**src/rtl/core/mtw_pkg.sv**
```systemverilog
// Shared types, codes and constants for the table-walk translation block.
`timescale 1ns / 1ps

package mtw_pkg;

	// Default sizes, handed to the top-level parameters
	localparam int MEM_WORDS_DEF = 4096;
	localparam int MAX_STEPS_DEF = 8;

	// Depth of the queue between the front and back ends
	localparam int QUEUE_DEPTH = 2;

	// Field widths fixed by the interface
	localparam int ADDR_FIELD_W = 12;
	localparam int DATA_W       = 32;
	localparam int CFG_IDX_W    = 4;

	// Command codes on the input channel
	localparam logic CMD_WRITE     = 1'b0;
	localparam logic CMD_TRANSLATE = 1'b1;

	// Descriptor type codes
	localparam logic [1:0] DT_NONE  = 2'd0;
	localparam logic [1:0] DT_PAGE  = 2'd1;
	localparam logic [1:0] DT_SHORT = 2'd2;
	localparam logic [1:0] DT_LONG  = 2'd3;

	// Configuration register indexes
	localparam logic [CFG_IDX_W-1:0] REG_TRANSLATE_ENABLE = 4'd0;
	localparam logic [CFG_IDX_W-1:0] REG_ROOT_TYPE        = 4'd1;
	localparam logic [CFG_IDX_W-1:0] REG_ROOT_TABLE_ADDR  = 4'd2;
	localparam logic [CFG_IDX_W-1:0] REG_PAGE_SHIFT       = 4'd3;
	localparam logic [CFG_IDX_W-1:0] REG_WIDTH_A          = 4'd4;
	localparam logic [CFG_IDX_W-1:0] REG_WIDTH_B          = 4'd5;
	localparam logic [CFG_IDX_W-1:0] REG_WIDTH_C          = 4'd6;
	localparam logic [CFG_IDX_W-1:0] REG_WIDTH_D          = 4'd7;

	localparam logic [3:0] PAGE_SHIFT_RESET = 4'd12;

	// What the back end has to do with a queued item
	typedef enum logic [1:0] {
		KIND_WRITE = 2'd0,
		KIND_PASS  = 2'd1,
		KIND_WALK  = 2'd2
	} kind_t;

	// One queued item: data is the descriptor word or the virtual address
	typedef struct packed {
		kind_t                   kind;
		logic [ADDR_FIELD_W-1:0] addr;
		logic [DATA_W-1:0]       data;
	} entry_t;

	// Configuration register file
	typedef struct packed {
		logic             translate_enable;
		logic [1:0]       root_type;
		logic [27:0]      root_table_addr;
		logic [3:0]       page_shift;
		logic [3:0][3:0]  level_width;
	} cfg_t;

endpackage

```
**src/rtl/core/mtw_front.sv**
```systemverilog
// Front end: accepts input beats, classifies them and queues them for the back end.
`timescale 1ns / 1ps

module mtw_front (
	input  logic                                 clk,
	input  logic                                 arst_n,
	input  logic                                 in_valid,
	output logic                                 in_ready,
	input  logic                                 cmd,
	input  logic [mtw_pkg::ADDR_FIELD_W-1:0]     mem_addr,
	input  logic [mtw_pkg::DATA_W-1:0]           mem_data,
	input  logic [mtw_pkg::DATA_W-1:0]           virt_addr,
	input  logic                                 translate_enable,
	output logic                                 head_valid,
	output mtw_pkg::entry_t                      head,
	input  logic                                 pop
);
	import mtw_pkg::*;

	localparam int QW = (QUEUE_DEPTH > 1) ? $clog2(QUEUE_DEPTH) : 1;
	localparam int CW = $clog2(QUEUE_DEPTH + 1);

	entry_t          queue_q [QUEUE_DEPTH];
	logic [QW-1:0]   wr_ptr_q;
	logic [QW-1:0]   rd_ptr_q;
	logic [CW-1:0]   count_q;
	entry_t          entry;
	logic            push;
	logic            do_pop;

	// Classify the incoming beat
	always_comb begin
		entry.addr = mem_addr;
		if (cmd == CMD_WRITE) begin
			entry.kind = KIND_WRITE;
			entry.data = mem_data;
		end else begin
			entry.kind = translate_enable ? KIND_WALK : KIND_PASS;
			entry.data = virt_addr;
		end
	end

	assign in_ready   = (count_q != CW'(QUEUE_DEPTH));
	assign push       = in_valid && in_ready;
	assign head_valid = (count_q != '0);
	assign do_pop     = pop && head_valid;
	assign head       = queue_q[rd_ptr_q];

	// Store queued entries
	always_ff @(posedge clk) begin
		if (push) begin
			queue_q[wr_ptr_q] <= entry;
		end
	end

	// Advance pointers and fill count
	always_ff @(posedge clk or negedge arst_n) begin
		if (!arst_n) begin
			wr_ptr_q <= '0;
			rd_ptr_q <= '0;
			count_q  <= '0;
		end else begin
			if (push) begin
				wr_ptr_q <= (wr_ptr_q == QW'(QUEUE_DEPTH - 1)) ? '0 : wr_ptr_q + QW'(1);
			end
			if (do_pop) begin
				rd_ptr_q <= (rd_ptr_q == QW'(QUEUE_DEPTH - 1)) ? '0 : rd_ptr_q + QW'(1);
			end
			if (push && !do_pop) begin
				count_q <= count_q + CW'(1);
			end else if (!push && do_pop) begin
				count_q <= count_q - CW'(1);
			end
		end
	end

endmodule

```
**config.mk**
```make
export PLATFORM = sky130hd
export DESIGN_NAME = mtw_front
export DESIGN_NICKNAME = d
export VERILOG_FILES = /design/src/rtl/core/mtw_pkg.sv /design/src/rtl/core/mtw_front.sv
export SDC_FILE = /design/constraint.sdc
export NUM_CORES = 1
export LEC_CHECK = 0
export ABC_CLOCK_PERIOD_IN_PS = 3200
export BUFFER_PORTS_ARGS = -buffer_cell sky130_fd_sc_hd__buf_2
export CORE_MARGIN = 2
export CORE_UTILIZATION = 40
export CTS_BUF_LIST = sky130_fd_sc_hd__clkbuf_2 sky130_fd_sc_hd__clkbuf_4 sky130_fd_sc_hd__clkbuf_8
export DETAILED_ROUTE_END_ITERATION = 7
export PLACE_DENSITY = 0.7
export REMOVE_ABC_BUFFERS = 1
export SETUP_SLACK_MARGIN = 0.05
export SLEW_MARGIN = 20
export SYNTH_ARGS = -nofsm -noshare
export SYNTH_HDL_FRONTEND = slang
export SYNTH_SLANG_ARGS = --single-unit
```
**constraint.sdc**
```tcl
create_clock -name clk -period 3.2 [get_ports clk]
set_input_delay 0.16 -clock clk [delete_from_list [all_inputs] [get_ports clk]]
set_output_delay 0.16 -clock clk [all_outputs]
set_load 0.05 [all_outputs]
```
==> results.yml <==
run_status:
  status: "complete, no violations"
critical_path:
  reg2reg_setup_slack_ps: 1310
  crit_path_top_delay_cell: "dfrtp_2"
  timing.rr.end: "queue_q[1][12]$_DFFE_PP_"
  crit_type: "flip-flop to output port"
  worstSetupEndpointType: "output port"
  arrival_ps: 2040
  crit_cells: 3
  critPathBufInv: 2
  cp_max_fo: 26
  startpoint_type: "flip-flop"
  critPathRequiredTime_ps: 3040
  r2r-start: "count_q[0]$_DFFE_PN0P_"
  cp_top_family: "flip-flops"
  r2r_cells: 3
  worstPathCellList: "buf_12 > mux2_2 > buf_2"
  critPathMaxStageDelay_ps: 790
cts:
  cts_root_buf: "clkbuf_8"
  clockBufferDepth: 2
  cts_tree: "done"
  h-tree-depth: 3
  hold_buffers: 13
  post_cts_resize_count: 0
  postCtsSetupRepairBufs: 0
  cts_buffers: 9
  clkLatencyLatePin_ps: 350
  clkSlewWorstSetupHoldPaths_ps: 90
  cts.sinks: 96
layout:
  final_cells: 484
  fin_nets: 429
  drive_gt1_share_pct: 64.7
  syn2layout_area_growth_pct: 27.2
  finalInstanceArea_sq_um: 5160
  multi_input_area_sq_um: 1100
  diodes: 0
  fillers: 874
  regArea_sq_um: 2860
  final_util_pct: 52.5
power_and_ir_drop:
  p_int_mw: 2.82
  p_comb_share_pct: 45.6
  power.total_mw: 4.85
  pwr-share-seq_pct: 38.7
  switchingPower_mw: 2.02
  ir_drop_mv: 0.415
  clockPowerShare_pct: 15.7
  power.density_nw_per_um2: 940
  switching_share_pct: 41.8
  leakage_nw: 2.07
drt:
  drtPass1Iterations: 4
  wl_mm: 6.87
  vias: 2209
  drc: 0
  detail_route.wl_per_cell_um: 14.2
  wl_met1_mm: 2.99
  wl_met2_mm: 3.33
  top_layer_used: "met4"
  drtAntennaViolNets: 0
  dr_wl_met3_um: 465
  drt_iter0_drc: 83
  routed_via_density: 4.56
floorplan:
  rows: 36
  dieArea_sq_um: 11000
  ios: 130
  coreArea_sq_um: 9820
  initial_core_util_pct: 41.3
  die_h_um: 105
  fp.dieW_um: 105
placement:
  gp_congestion: 0.653
  preCtsSetupSlack_ps: 1310
  dpl.hpwl_mm: 4.57
  dp_cells: 455
  portBuffers: 129
  dpl_cell_area_sq_um: 4830
timing:
  setup_viol: 0
  max_freq_ghz: 0.455
  slew_headroom_pct: 49.2
  slew_viol_final: 0
  post-route-period-util_pct: 68.7
  finalHoldWorstSlack_ps: 104
  setup_ws_ps: 1000
  fin_crit_ps: 2200
  grt_setup_unrepaired: "no"
  finClkSkew_ps: 9.60
  tns_ps: 0
  finalHoldViolCount: 0
  tightestPinTransition_ps: 763
grt:
  grt_pass1_vias: 2283
  grt_pass1_wl_mm: 10.8
  grt_antenna_before_repair: 0
  grt_max_degree: 35
  grt-ovfl-total: 0
  track_usage_pct: 12.8
min_path:
  min_path_type: "input pin to flip-flop"
  worstHoldStart: "translate_enable"
  whs_path_depth: 2
  hold_end: "queue_q[1][44]$_DFFE_PP_"
yosys:
  synth-seq-area-share_pct: 70.6
  ys.flop_type: "edfxtp_1"
  syn_inst: 199
  async_flop_share_pct: 4.17
  synth_top_area_cell: "edfxtp_1"
  synth_commonest_cells: "92 x edfxtp_1, 46 x mux2_2, 30 x mux2_4, 8 x buf_6, 4 x dfrtp_1"
  synth_top_area_share_pct: 68.1
  synth_cell_types: 18
  yosysMostFrequentCell: "edfxtp_1"
  synthTopCellsByArea: "edfxtp_1 68%, mux2_2 13%, mux2_4 11%"
  avgSynthCellArea_sq_um: 20.4
  synth_edf_count: 92
  synth-seq-cells: 96
  yosysWarnings: 0
  syn_area_sq_um: 4060
run:
  maxCapViolations: 0
[cell type report]
type	count	share of cell area [%]
clock buffers	9	2.40
clock inverters	7	1.41
inverters	1	0.0728
multi-input cells	93	21.4
flip-flops and latches	96	55.5
well taps	133	3.23
repair buffers	145	16.0
[how the worst max path moves through the flow]
stage	start	to	slack, ps
2_1_floorplan	count_q[0]$_DFFE_PN0P_	queue_q[0][0]$_DFFE_PP_	-250
5_1_grt	rd_ptr_q$_DFFE_PN0P_	head[41]	900
4_1_cts	rd_ptr_q$_DFFE_PN0P_	head[38]	970
3_3_place_gp	count_q[0]$_DFFE_PN0P_	queue_q[1][2]$_DFFE_PP_	1370
3_5_place_dp	count_q[0]$_DFFE_PN0P_	queue_q[1][4]$_DFFE_PP_	1310
6_report	rd_ptr_q$_DFFE_PN0P_	head[41]	1000
[cell families after synthesis]
logic type    Yosys count  share of synthesized area, %
flops                  96                          70.6
mux                    78                          24.4
buf+inv                10                          2.44
simple gates            9                          1.14
xor+xnor                5                          1.08
fa+ha+maj               1                         0.308
[sequential cells by signal, indices dropped and copies added, names as in the netlist]
signal,cells
queue_q,92
count_q,2
rd_ptr_q,1
wr_ptr_q,1
[layout by cell type (no fill, tap or decap), drive strengths merged, types with 3 or more instances in the layout]
cell type    synthesis  routed
buf                  9     132
clkbuf               0       9
clkinv               0       4
dfrtp                4       4
dlygate4sd3          0      13
edfxtp              92      92
mux2                78      78
xnor2                3       3
[per-layer routing]
metal / up-vias / GRT usage [%]
li1: 1063 / -
met4: 0 / 5.14
met5: - / 0
met3: 7 / 3.87
met2: 81 / 21.2
met1: 1058 / 15.7
[power by group through the flow]
stage	Clock [mW]	Sequential [mW]	Combinational, mW
6_report	0.761	1.87	2.21
5_1_grt	0.842	1.91	2.32
4_1_cts	0.792	1.88	2.24
3_5_place_dp	0	1.91	2.22
3_3_place_gp	0	1.89	2.21
2_1_floorplan	0	1.94	1.71
No activity file was read; power rests on OpenSTA's default activity.
